$ cat config.mk
export PLATFORM = sky130hd
export DESIGN_NAME = utf8_to_utf16_transcoder_top
export DESIGN_NICKNAME = d
export VERILOG_FILES = /design/src/sv/u8u16_pkg.sv /design/src/sv/utf8_to_utf16_transcoder_top.sv /design/src/sv/u8u16_front.sv /design/src/sv/u8u16_queue.sv /design/src/sv/u8u16_back.sv
export VERILOG_INCLUDE_DIRS = /design/src /design/src/sv
export SDC_FILE = /design/constraint.sdc
export NUM_CORES = 1
export LEC_CHECK = 0
export BUFFER_PORTS_ARGS = -buffer_cell sky130_fd_sc_hd__clkbuf_2
export CAP_MARGIN = 5
export CELL_PAD_IN_SITES_DETAIL_PLACEMENT = 0
export CELL_PAD_IN_SITES_GLOBAL_PLACEMENT = 2
export CORE_ASPECT_RATIO = 1.75
export CORE_MARGIN = 10
export CORE_UTILIZATION = 50
export CTS_CLUSTER_SIZE = 16
export DETAILED_ROUTE_END_ITERATION = 10
export PLACE_DENSITY_LB_ADDON = 0.12
export SLEW_MARGIN = 20
export SYNTH_ARGS = -nofsm -noshare
export SYNTH_HDL_FRONTEND = slang
export SYNTH_HIERARCHICAL = 1
export SYNTH_SLANG_ARGS = --single-unit
$ cat constraint.sdc
create_clock -name clk -period 16.1 [get_ports clk]
set_clock_uncertainty 0.1 [all_clocks]
set_input_delay 0.805 -clock clk [delete_from_list [all_inputs] [get_ports clk]]
set_output_delay 0.805 -clock clk [all_outputs]
set_load 0.02 [all_outputs]
$ cat src/sv/assert_macros.svh
// assertion macros shared by the transcoder rtl
`ifndef ASSERT_MACROS_SVH
`define ASSERT_MACROS_SVH

// condition must hold on every rising clock edge out of reset
`define ASSERT_ALWAYS(lbl, clk, rst_n, expr, msg) \
    lbl: assert property (@(posedge clk) disable iff (!rst_n) (expr)) \
        else $error(msg);

// consequent must hold in the same cycle as the antecedent
`define ASSERT_IMPLIES(lbl, clk, rst_n, ante, cons, msg) \
    lbl: assert property (@(posedge clk) disable iff (!rst_n) (ante) |-> (cons)) \
        else $error(msg);

`endif

$ cat src/sv/u8u16_pkg.sv
// types and constants for the utf-8 to utf-16 transcoder
package u8u16_pkg;

    localparam logic [15:0] REPL_CHAR    = 16'hFFFD;
    localparam logic [21:0] CP_MAX       = 22'h10FFFF;
    localparam logic [21:0] CP_SUPP_BASE = 22'h010000;
    localparam logic [15:0] SURR_LO_MIN  = 16'hD800;
    localparam logic [15:0] SURR_LO_MAX  = 16'hDFFF;
    localparam logic [15:0] HIGH_BASE    = 16'hD800;
    localparam logic [15:0] LOW_BASE     = 16'hDC00;
    localparam logic [15:0] MIN_3BYTE    = 16'h0800;
    localparam logic [15:0] MIN_2BYTE    = 16'h0080;
    localparam int          MAX_UNITS    = 4;

    typedef struct packed {
        logic [7:0] in_byte;
        logic       end_of_data;
    } in_item_t;

    typedef struct packed {
        logic [15:0] code_unit;
        logic        is_replacement;
        logic        last_of_run;
    } out_item_t;

    typedef struct packed {
        logic [15:0] code_unit;
        logic        is_replacement;
    } unit_t;

    // all units that one accepted byte gives, in output order
    typedef struct packed {
        logic [2:0]  count;
        unit_t [3:0] units;
    } unit_job_t;

    // handshake between queue and back end
    typedef struct packed {
        logic valid;
        logic pop;
    } q_ctrl_t;

endpackage

$ cat src/sv/utf8_to_utf16_transcoder_top.sv
// top level of the utf-8 to utf-16 transcoder
// Takes one UTF-8 byte per transfer and gives UTF-16 code units, surrogate pairs
// for code points of 0x10000 and up, and U+FFFD for each byte of a bad, overlong,
// surrogate, too-large or cut-off sequence. Each byte gives zero to four units;
// the last one carries last_of_run. A byte is taken every cycle while the unit
// queue (QUEUE_DEPTH lists) has room; the output side delivers one unit per
// cycle while out_ready is high, so a byte that gives several units holds the
// back end until all are out, and the queue absorbs the difference. When
// nothing stalls, a byte's first unit passes a queue entry, then the output
// register, before it is offered. No clearing pass is needed after reset.
module utf8_to_utf16_transcoder_top
    import u8u16_pkg::*;
#(
    parameter int QUEUE_DEPTH = 4
)
(
    input  logic      clk,
    input  logic      rst_n,
    input  logic      in_valid,
    output logic      in_ready,
    input  in_item_t  in_item,
    output logic      out_valid,
    input  logic      out_ready,
    output out_item_t out_item
);

    logic      q_space, push, head_valid;
    unit_job_t job, head_job;
    q_ctrl_t   ctrl;

    u8u16_front u_front
    (
        .clk      (clk),
        .rst_n    (rst_n),
        .in_valid (in_valid),
        .in_ready (in_ready),
        .in_item  (in_item),
        .q_space  (q_space),
        .push     (push),
        .job      (job)
    );

    u8u16_queue #(
        .DEPTH (QUEUE_DEPTH)
    ) u_queue
    (
        .clk        (clk),
        .rst_n      (rst_n),
        .push       (push),
        .push_job   (job),
        .space      (q_space),
        .ctrl_in    (ctrl),
        .head_valid (head_valid),
        .head_job   (head_job)
    );

    u8u16_back u_back
    (
        .clk        (clk),
        .rst_n      (rst_n),
        .head_valid (head_valid),
        .head_job   (head_job),
        .ctrl       (ctrl),
        .out_valid  (out_valid),
        .out_ready  (out_ready),
        .out_item   (out_item)
    );

endmodule

$ cat src/sv/u8u16_front.sv
// front end: accepts bytes, tracks the open sequence, builds the unit list per byte
`include "assert_macros.svh"
module u8u16_front
    import u8u16_pkg::*;
(
    input  logic      clk,
    input  logic      rst_n,
    input  logic      in_valid,
    output logic      in_ready,
    input  in_item_t  in_item,
    input  logic      q_space,
    output logic      push,
    output unit_job_t job
);

    logic [2:0] held_reg, held_next;
    logic [2:0] need_reg, need_next;
    logic [7:0] held_bytes_reg [0:2];

    logic       accept;
    logic [7:0] b;
    logic       open_seq, is_cont, finish, start_here;
    logic       st_ascii, st_lead;
    logic [2:0] held_inc, lead_need, held_after;
    logic [21:0] cp, v;
    logic       cp_ok;
    logic [2:0] rep_a, rep_b;
    logic [1:0] mid_n;
    unit_t      mid_unit [0:1];
    logic       hb_we;
    logic [1:0] hb_idx;

    assign accept   = in_valid && in_ready;
    assign in_ready = q_space;
    assign b        = in_item.in_byte;
    assign push     = accept && (job.count != 3'd0);

    // classify the byte against the open sequence
    assign open_seq   = (held_reg != 3'd0);
    assign is_cont    = (b[7:6] == 2'b10);
    assign held_inc   = held_reg + 3'd1;
    assign finish     = open_seq && is_cont && (held_inc >= need_reg);
    assign start_here = !open_seq || !is_cont;
    assign st_ascii   = !b[7];
    assign st_lead    = (b[7:6] == 2'b11);
    assign lead_need  = !b[5] ? 3'd2 : (!b[4] ? 3'd3 : 3'd4);

    // code point assembly and range checks for a completed sequence
    always_comb
    begin
        cp    = '0;
        cp_ok = 1'b0;
        case (need_reg)
            3'd2:
            begin
                cp    = {11'd0, held_bytes_reg[0][4:0], b[5:0]};
                cp_ok = (cp >= {6'd0, MIN_2BYTE});
            end
            3'd3:
            begin
                cp    = {6'd0, held_bytes_reg[0][3:0], held_bytes_reg[1][5:0], b[5:0]};
                cp_ok = (cp >= {6'd0, MIN_3BYTE}) &&
                        !((cp >= {6'd0, SURR_LO_MIN}) && (cp <= {6'd0, SURR_LO_MAX}));
            end
            3'd4:
            begin
                cp    = {held_bytes_reg[0][3:0], held_bytes_reg[1][5:0],
                         held_bytes_reg[2][5:0], b[5:0]};
                cp_ok = (cp >= CP_SUPP_BASE) && (cp <= CP_MAX);
            end
            default:
            begin
                cp    = '0;
                cp_ok = 1'b0;
            end
        endcase
    end

    assign v = cp - CP_SUPP_BASE;

    // unit list: leading replacements, decoded units, trailing flush
    always_comb
    begin
        rep_a       = 3'd0;
        mid_n       = 2'd0;
        mid_unit[0] = '{code_unit: REPL_CHAR, is_replacement: 1'b1};
        mid_unit[1] = '{code_unit: REPL_CHAR, is_replacement: 1'b1};
        held_after  = 3'd0;
        need_next   = 3'd0;
        hb_we       = 1'b0;
        hb_idx      = 2'd0;
        if (open_seq && !is_cont)
        begin
            rep_a = held_reg;
        end
        if (start_here)
        begin
            if (st_ascii)
            begin
                mid_n       = 2'd1;
                mid_unit[0] = '{code_unit: {8'd0, b}, is_replacement: 1'b0};
            end
            else if (st_lead)
            begin
                held_after = 3'd1;
                need_next  = lead_need;
                hb_we      = 1'b1;
                hb_idx     = 2'd0;
            end
            else
            begin
                mid_n = 2'd1;
            end
        end
        else if (finish)
        begin
            if (!cp_ok)
            begin
                rep_a = need_reg;
            end
            else if (cp >= CP_SUPP_BASE)
            begin
                mid_n       = 2'd2;
                mid_unit[0] = '{code_unit: HIGH_BASE + {6'd0, v[19:10]},
                                is_replacement: 1'b0};
                mid_unit[1] = '{code_unit: LOW_BASE + {6'd0, v[9:0]},
                                is_replacement: 1'b0};
            end
            else
            begin
                mid_n       = 2'd1;
                mid_unit[0] = '{code_unit: cp[15:0], is_replacement: 1'b0};
            end
        end
        else
        begin
            held_after = held_inc;
            need_next  = need_reg;
            hb_we      = 1'b1;
            hb_idx     = held_reg[1:0];
        end
        rep_b = in_item.end_of_data ? held_after : 3'd0;
        if (in_item.end_of_data)
        begin
            held_next = 3'd0;
            need_next = 3'd0;
        end
        else
        begin
            held_next = held_after;
        end
    end

    // pack the list into slots
    always_comb
    begin
        logic [2:0] pos;
        logic [2:0] rel;
        job.count = rep_a + {1'b0, mid_n} + rep_b;
        for (int i = 0; i < MAX_UNITS; i++)
        begin
            pos = 3'(i);
            rel = pos - rep_a;
            if ((pos >= rep_a) && (pos < (rep_a + {1'b0, mid_n})))
            begin
                job.units[i] = mid_unit[rel[0]];
            end
            else
            begin
                job.units[i] = '{code_unit: REPL_CHAR, is_replacement: 1'b1};
            end
        end
    end

    // sequence state
    always_ff @(posedge clk or negedge rst_n)
    begin
        if (!rst_n)
        begin
            held_reg <= 3'd0;
            need_reg <= 3'd0;
        end
        else if (accept)
        begin
            held_reg <= held_next;
            need_reg <= need_next;
        end
    end

    // held byte storage
    always_ff @(posedge clk)
    begin
        if (accept && hb_we)
        begin
            held_bytes_reg[hb_idx] <= b;
        end
    end

    `ASSERT_IMPLIES(a_held_below_need, clk, rst_n, held_reg != 3'd0, held_reg < need_reg, "held count not below needed count")
    `ASSERT_IMPLIES(a_push_count, clk, rst_n, push, job.count <= 3'(MAX_UNITS), "unit list too long")

endmodule

$ cat src/sv/u8u16_queue.sv
// short queue of unit lists between front and back end
`include "assert_macros.svh"
module u8u16_queue
    import u8u16_pkg::*;
#(
    parameter int DEPTH = 4
)
(
    input  logic      clk,
    input  logic      rst_n,
    input  logic      push,
    input  unit_job_t push_job,
    output logic      space,
    input  q_ctrl_t   ctrl_in,
    output logic      head_valid,
    output unit_job_t head_job
);

    localparam int PTR_W = $clog2(DEPTH);
    localparam int CNT_W = $clog2(DEPTH + 1);

    unit_job_t        mem [0:DEPTH-1];
    logic [PTR_W-1:0] wr_ptr_reg, rd_ptr_reg;
    logic [CNT_W-1:0] count_reg;
    logic             pop;

    assign pop        = ctrl_in.valid && ctrl_in.pop;
    assign space      = (count_reg != CNT_W'(DEPTH));
    assign head_valid = (count_reg != '0);
    assign head_job   = mem[rd_ptr_reg];

    // pointers and fill count
    always_ff @(posedge clk or negedge rst_n)
    begin
        if (!rst_n)
        begin
            wr_ptr_reg <= '0;
            rd_ptr_reg <= '0;
            count_reg  <= '0;
        end
        else
        begin
            if (push)
            begin
                wr_ptr_reg <= (wr_ptr_reg == PTR_W'(DEPTH - 1)) ? '0 : wr_ptr_reg + 1'b1;
            end
            if (pop)
            begin
                rd_ptr_reg <= (rd_ptr_reg == PTR_W'(DEPTH - 1)) ? '0 : rd_ptr_reg + 1'b1;
            end
            if (push && !pop)
            begin
                count_reg <= count_reg + 1'b1;
            end
            else if (pop && !push)
            begin
                count_reg <= count_reg - 1'b1;
            end
        end
    end

    // entry storage
    always_ff @(posedge clk)
    begin
        if (push)
        begin
            mem[wr_ptr_reg] <= push_job;
        end
    end

    `ASSERT_ALWAYS(a_count_range, clk, rst_n, count_reg <= CNT_W'(DEPTH), "queue count past depth")
    `ASSERT_IMPLIES(a_pop_nonempty, clk, rst_n, pop, count_reg != '0, "pop from empty queue")

endmodule

$ cat src/sv/u8u16_back.sv
// back end: walks the head unit list and feeds the output register
`include "assert_macros.svh"
module u8u16_back
    import u8u16_pkg::*;
(
    input  logic      clk,
    input  logic      rst_n,
    input  logic      head_valid,
    input  unit_job_t head_job,
    output q_ctrl_t   ctrl,
    output logic      out_valid,
    input  logic      out_ready,
    output out_item_t out_item
);

    logic [1:0] idx_reg, idx_next;
    logic       out_valid_reg, out_valid_next;
    out_item_t  out_item_reg;
    logic       load, last;

    assign load      = head_valid && (!out_valid_reg || out_ready);
    assign last      = (({1'b0, idx_reg} + 3'd1) == head_job.count);
    assign ctrl      = '{valid: head_valid, pop: load && last};
    assign out_valid = out_valid_reg;
    assign out_item  = out_item_reg;

    // next unit index and output valid
    always_comb
    begin
        idx_next       = idx_reg;
        out_valid_next = out_valid_reg;
        if (load)
        begin
            idx_next       = last ? 2'd0 : idx_reg + 2'd1;
            out_valid_next = 1'b1;
        end
        else if (out_ready)
        begin
            out_valid_next = 1'b0;
        end
    end

    always_ff @(posedge clk or negedge rst_n)
    begin
        if (!rst_n)
        begin
            idx_reg       <= 2'd0;
            out_valid_reg <= 1'b0;
        end
        else
        begin
            idx_reg       <= idx_next;
            out_valid_reg <= out_valid_next;
        end
    end

    // output payload register
    always_ff @(posedge clk)
    begin
        if (load)
        begin
            out_item_reg.code_unit      <= head_job.units[idx_reg].code_unit;
            out_item_reg.is_replacement <= head_job.units[idx_reg].is_replacement;
            out_item_reg.last_of_run    <= last;
        end
    end

    `ASSERT_IMPLIES(a_idx_in_list, clk, rst_n, head_valid, {1'b0, idx_reg} < head_job.count, "unit index past list length")

endmodule

# After elaboration in Yosys (flattened, before gate mapping)
# Memory sizes are Yosys's and may differ from the RTL's.
# Index checks and enable logic that the tools add are counted.
dict set report op_classes {
  order_cmp 21
  n_mux 67
  n_addsub 16
  reduce_logical 33
  n_eq_ne 9
  bitwise 4
}
# operator n
set ops {}
lappend ops {{$mux 17} 22}
lappend ops {{$mux 34} 2}
lappend ops {{$pmux 22 s3} 1}
lappend ops {{$mux 3} 18}
lappend ops {{$ge 22x17->1 const B} 2}
lappend ops {{$bmux 17 s2} 1}
lappend ops {{$add 15x11->16 const A} 2}
lappend ops {{$le 22x21->1 const B} 1}
lappend ops {{$mux 2} 10}
lappend ops {{$sub 20x17->20 const B} 1}
lappend ops {{$logic_and 1x1->1} 18}
lappend ops {{$ge 16x12->1 const B} 1}
lappend ops {{$ge 16x16->1 const B} 1}
lappend ops {{$le 16x16->1 const B} 1}
lappend ops {{$mux 1} 12}
lappend ops {{$reduce_bool 3->1} 4}
lappend ops {{$ge 11x8->1 const B} 1}
lappend ops {{$eq 2x2->1 const B} 4}
lappend ops {{$ge 2x2->1 const B} 4}
lappend ops {{$not 1->2} 4}
lappend ops {{$add 2x1->2 const B} 3}
lappend ops {{$add 3x1->3 const B} 2}
lappend ops {{$eq 3x2->1 const B} 2}
lappend ops {{$ge 1x3->1 const A} 2}
lappend ops {{18 further kinds} 31}
dict set report word_totals {
  ff_bits 34
  ram_bits 308
  memories 2
}
# name depth word_bits read_ports rd_ports_with_merged_regs wr line
set mem_list {}
lappend mem_list {u_queue.mem 4 71 1 0 1 u8u16_queue.sv:22} ;# unit_job_t mem [0:DEPTH-1];
lappend mem_list {u_front.held_bytes_reg 3 8 3 0 1 u8u16_front.sv:18} ;# logic [7:0] held_bytes_reg [0:2];

# Depth between registers and ports, before layout
# An unclocked memory read counts as a cell.
dict set report depth {
  depth_word 17
  depth_mapped 23
  depth_no_buf 22
}

# Modules after synthesis
# Netlist, hierarchy kept.
# mod area_each_um2 n_inst seq_area_each_um2 cells_per_inst
set by_module_without_submodules {}
lappend by_module_without_submodules {u8u16_queue 10734.0 1 8703.3 409}
lappend by_module_without_submodules {u8u16_front 2341.0 1 660.6 287}
lappend by_module_without_submodules {u8u16_back 1182.4 1 615.6 59}

# Worst setup path before layout
# No wires, ideal clock.
dict set report synth_timing {
  path_kind {reg-to-reg}
  startpoint {register u_front.need_reg[0]}
  endpoint {memory u_queue/mem[0][0] (netlist bit) (enable)}
  path_stages_with_launch 19
  synth_period_minus_slack_ps 6388
  slack_ps 9712
  arrival_ps 5851
  n_path_buf 1
  setup_time_ps 437
  cell_sequence {dfrtp_1 > nor3b_1 > buf_2 > nand2_1 > inv_1 > ha_1 > inv_1 > a221o_1 > and4b_1 > nor2_1 > o21ai_2 > o21ai_0 > ha_1 > fa_1 > fa_1 > xnor2_1 > xnor2_1 > o311a_1 > and2_1}
}
# element line
set synth_rtl {}
lappend synth_rtl {{start, declared} u8u16_front.sv:17} ;# logic [2:0] need_reg, need_next;
lappend synth_rtl {{start signal, assigned} u8u16_front.sv:186} ;# need_reg <= need_next;
lappend synth_rtl {{end, declared} u8u16_queue.sv:22}

==> impl_metrics.py <==
metrics = {
    "detailed_routing": {
        "routed_via_density": 5.96,
        "wl_per_cell_um": 25.2,
        "wirelength_um": 30000,
        "firstDrtPassIters": 5,
        "vias": 7102,
        "drc": 0,
        "drtAntennaViolNets": 0,
        "drt_iter0_markers": 436,
    },
    "synth": {
        "syn-num-nets": 788,
        "synth_area_per_cell_um2": 18.9,
        "syn_inst": 755,
        "synth_edf_count": 319,
        "synth_top_flop_cell": "edfxtp_1",
        "synthArstFlopShare_pct": 4.78,
        "yosysWarnings": 6,
        "yosysUniqueCellTypes": 63,
        "netlist_area_um2": 14300,
        "ys_seq_area_share_pct": 70.0,
        "ys_seq_elements": 335,
    },
    "clock_network": {
        "clk_path_buf_depth": 3,
        "root_buffer": "clkbuf_16",
        "insertion_delay_ps": 550,
        "clock_sinks": 335,
        "cts.hold.buffers_added": 0,
        "ctsHtreeMaxLevel": 1,
        "post_cts_buffers": 0,
        "cts_tree": "yes",
        "clk_pin_slew_ps": 70,
        "numCtsBuffers": 30,
        "post_cts_resized": 0,
    },
    "worst_setup_path": {
        "path_class": "register to register",
        "path_delay_family": "simple AND/OR/NAND/NOR gates",
        "reg2reg_slack_ps": 10000,
        "reg2reg_depth": 19,
        "reg2reg_to": "u_queue/mem[0][12]$_DFFE_PP_",
        "worst_path_max_delay_cell": "dfrtp_1",
        "cp-start-kind": "register",
        "crit_fanout": 44,
        "required_ps": 16220,
        "cp_cell_sequence": "nor3b_1 -> buf_4 -> nand2_1 -> inv_1 -> ha_1 -> inv_1 -> a221o_1 -> and4b_1 -> nor2_1 -> o21ai_2 -> o21ai_0 -> ha_1 -> fa_1 -> fa_1 -> xnor2_1 -> xnor2_1 -> o311a_1 -> and2_4 -> buf_16",
        "cp.arrival_ps": 6220,
        "end_kind": "register",
        "r2r-start": "u_front/need_reg[2]$_DFFE_PN0P_",
        "critPathBufInv": 4,
        "cpPeakStageDelay_ps": 620,
    },
    "floorplan": {
        "dieArea_um2": 35900,
        "core.rowCount": 81,
        "die_height_um": 243,
        "die_x_um": 148,
        "initial_core_util_pct": 50.8,
        "boundaryPins": 33,
        "fp.coreArea_um2": 28100,
    },
    "sta": {
        "slew_headroom_pct": 25.0,
        "setup_tns_ps": 0,
        "rsz0062_at_grt": "false",
        "worstMarginPinSlew_ps": 1120,
        "post-route-period-util_pct": 37.9,
        "max_freq_mhz": 164,
        "setup_violations": 0,
        "final_hold_viol_count": 0,
        "report.final.slew_viol_count": 0,
        "period_minus_slack_ps": 6100,
    },
    "final_layout": {
        "largest_reg_flops": 284,
        "nets": 827,
        "utilization_pct": 56.1,
        "drive_gt1_share_pct": 23.1,
        "syn_to_final_growth_pct": 10.4,
        "n_antenna_cell": 0,
        "nFillCells": 2214,
        "final_cells": 1191,
        "design_area_um2": 15700,
    },
    "job": {
        "cap_violations": 0,
    },
    "placed_design": {
        "dp.cells": 1131,
        "dpl-instance-area_um2": 14700,
        "port-buffer-count": 32,
        "place_congestion": 0.843,
        "place_hpwl_um": 19000,
    },
    "pwr": {
        "p_per_area_nw_per_um2": 160,
        "clkPwrFrac_pct": 27.8,
        "p_comb_share_pct": 25.7,
        "peakVddDrop_uv": 197,
        "p_leak_nw": 4.99,
        "switching_share_pct": 27.6,
        "internal-power_mw": 1.83,
        "p_sw_uw": 696,
        "p_seq_share_pct": 46.5,
    },
    "run_status": {
        "status": "completed",
    },
    "global_route": {
        "antenna_found_initial": 0,
        "grt_pass1_wl_um": 46900,
        "overflow": 0,
        "grt_pass1_vias": 7628,
        "grt_start_max_net_pins": 74,
        "grt_use_total_pct": 16.9,
    },
    "worst_hold_path": {
        "hold_path.class": "input port to async pin",
    },
}
## power groups by stage
stage	clock, mW	combinational (mW)	sequential, mW
after global routing	0.753	0.706	1.19
final	0.702	0.649	1.17
after CTS	0.722	0.658	1.18
after global placement	0	0.645	1.19
after floorplan	0	0.510	1.20
after detailed placement	0	0.657	1.20
## cell usage after synthesis, types with 5 or more instances
cell	n	area [um2]
mux4_2	79	1780
buf_12	8	160
dfrtp_1	16	400
and2_1	15	93.8
buf_2	20	100
nand2_1	42	158
a21oi_1	12	60.1
nor3_1	5	25.0
edfxtp_1	319	9580
clkbuf_1	5	18.8
a22oi_1	10	75.1
nor2_1	17	63.8
nand2b_1	15	93.8
xnor2_1	6	52.6
a32oi_1	6	52.6
inv_1	34	128
nor2b_1	5	31.3
o21ai_0	22	110
xor2_1	5	43.8
nor4bb_1	7	70.1
mux4_1	9	236
ha_1	17	213
a22o_1	6	52.6
## per-layer routing
| metal | share of wire (%) | GRT usage, % | vias up |
|---|---|---|---|
| met1 | 39 | 20.8 | 3738 |
| met5 | 0 | 0 | - |
| met4 | 2.4 | 5.18 | 0 |
| met2 | 55 | 30.3 | 168 |
| li1 | - | - | 3152 |
| met3 | 3.5 | 1.93 | 44 |
## worst max path at each step
stage / end / slack (ps) / startpoint / cells after the start
6_report: u_queue/mem[0][12]$_DFFE_PP_ / 10000 / u_front/need_reg[2]$_DFFE_PN0P_ / 19
5_1_grt: u_queue/mem[0][25]$_DFFE_PP_ / 9470 / u_front/need_reg[2]$_DFFE_PN0P_ / 19
4_1_cts: u_queue/mem[1][26]$_DFFE_PP_ / 9790 / u_front/need_reg[2]$_DFFE_PN0P_ / 18
3_5_place_dp: u_queue/mem[1][59]$_DFFE_PP_ / 9810 / u_front/need_reg[2]$_DFFE_PN0P_ / 18
3_3_place_gp: u_queue/mem[0][62]$_DFFE_PP_ / 9940 / u_front/need_reg[2]$_DFFE_PN0P_ / 18
2_1_floorplan: u_queue/mem[0][0]$_DFFE_PP_ / 9710 / u_front/need_reg[0]$_DFFE_PN0P_ / 18
## cell type report
class                      instances  area [um2]  area share, %
clock buffer                      38         802           5.10
clock inverter                    18         171           1.09
inverter                          35         131          0.835
multi-input combinational        348        3850           24.5
sequential                       335        9980           63.4
tap                              373         467           2.97
timing repair buffer              44         330           2.10
## cell usage in the layout (no fill, tap or decap), types with 11 or more instances in the layout
master     Yosys  final
a21oi_1       12     12
clkbuf_2       0     32
inv_1         34     34
nor2_1        17     17
o21ai_0       22     22
dfrtp_1       16     14
nand2b_1      15     15
mux4_2        79     79
ha_1          17     17
and2_1        15     11
edfxtp_1     319    319
nand2_1       42     42
clkbuf_16      0     31
## kinds of logic after synthesis
group	share of synthesized area (%)
AND/OR/NAND/NOR	4.91
flip-flops	70.0
XOR/XNOR	0.676
AO/OA/AOI/OAI	5.06
adder cells (fa/ha/maj)	1.91
buffers and inverters	3.14
multiplexers	14.3
## metrics by stage
stage	setup slack (ps)	power [mW]	hold WS [ps]
2_1_floorplan	9710	1.71	355
3_3_place_gp	9940	1.83	373
3_5_place_dp	9810	1.85	381
4_1_cts	9790	2.56	75.3
5_1_grt	9470	2.65	97.0
6_report	10000	2.52	87.0
Note: power is estimated with default switching activity, not from simulation.
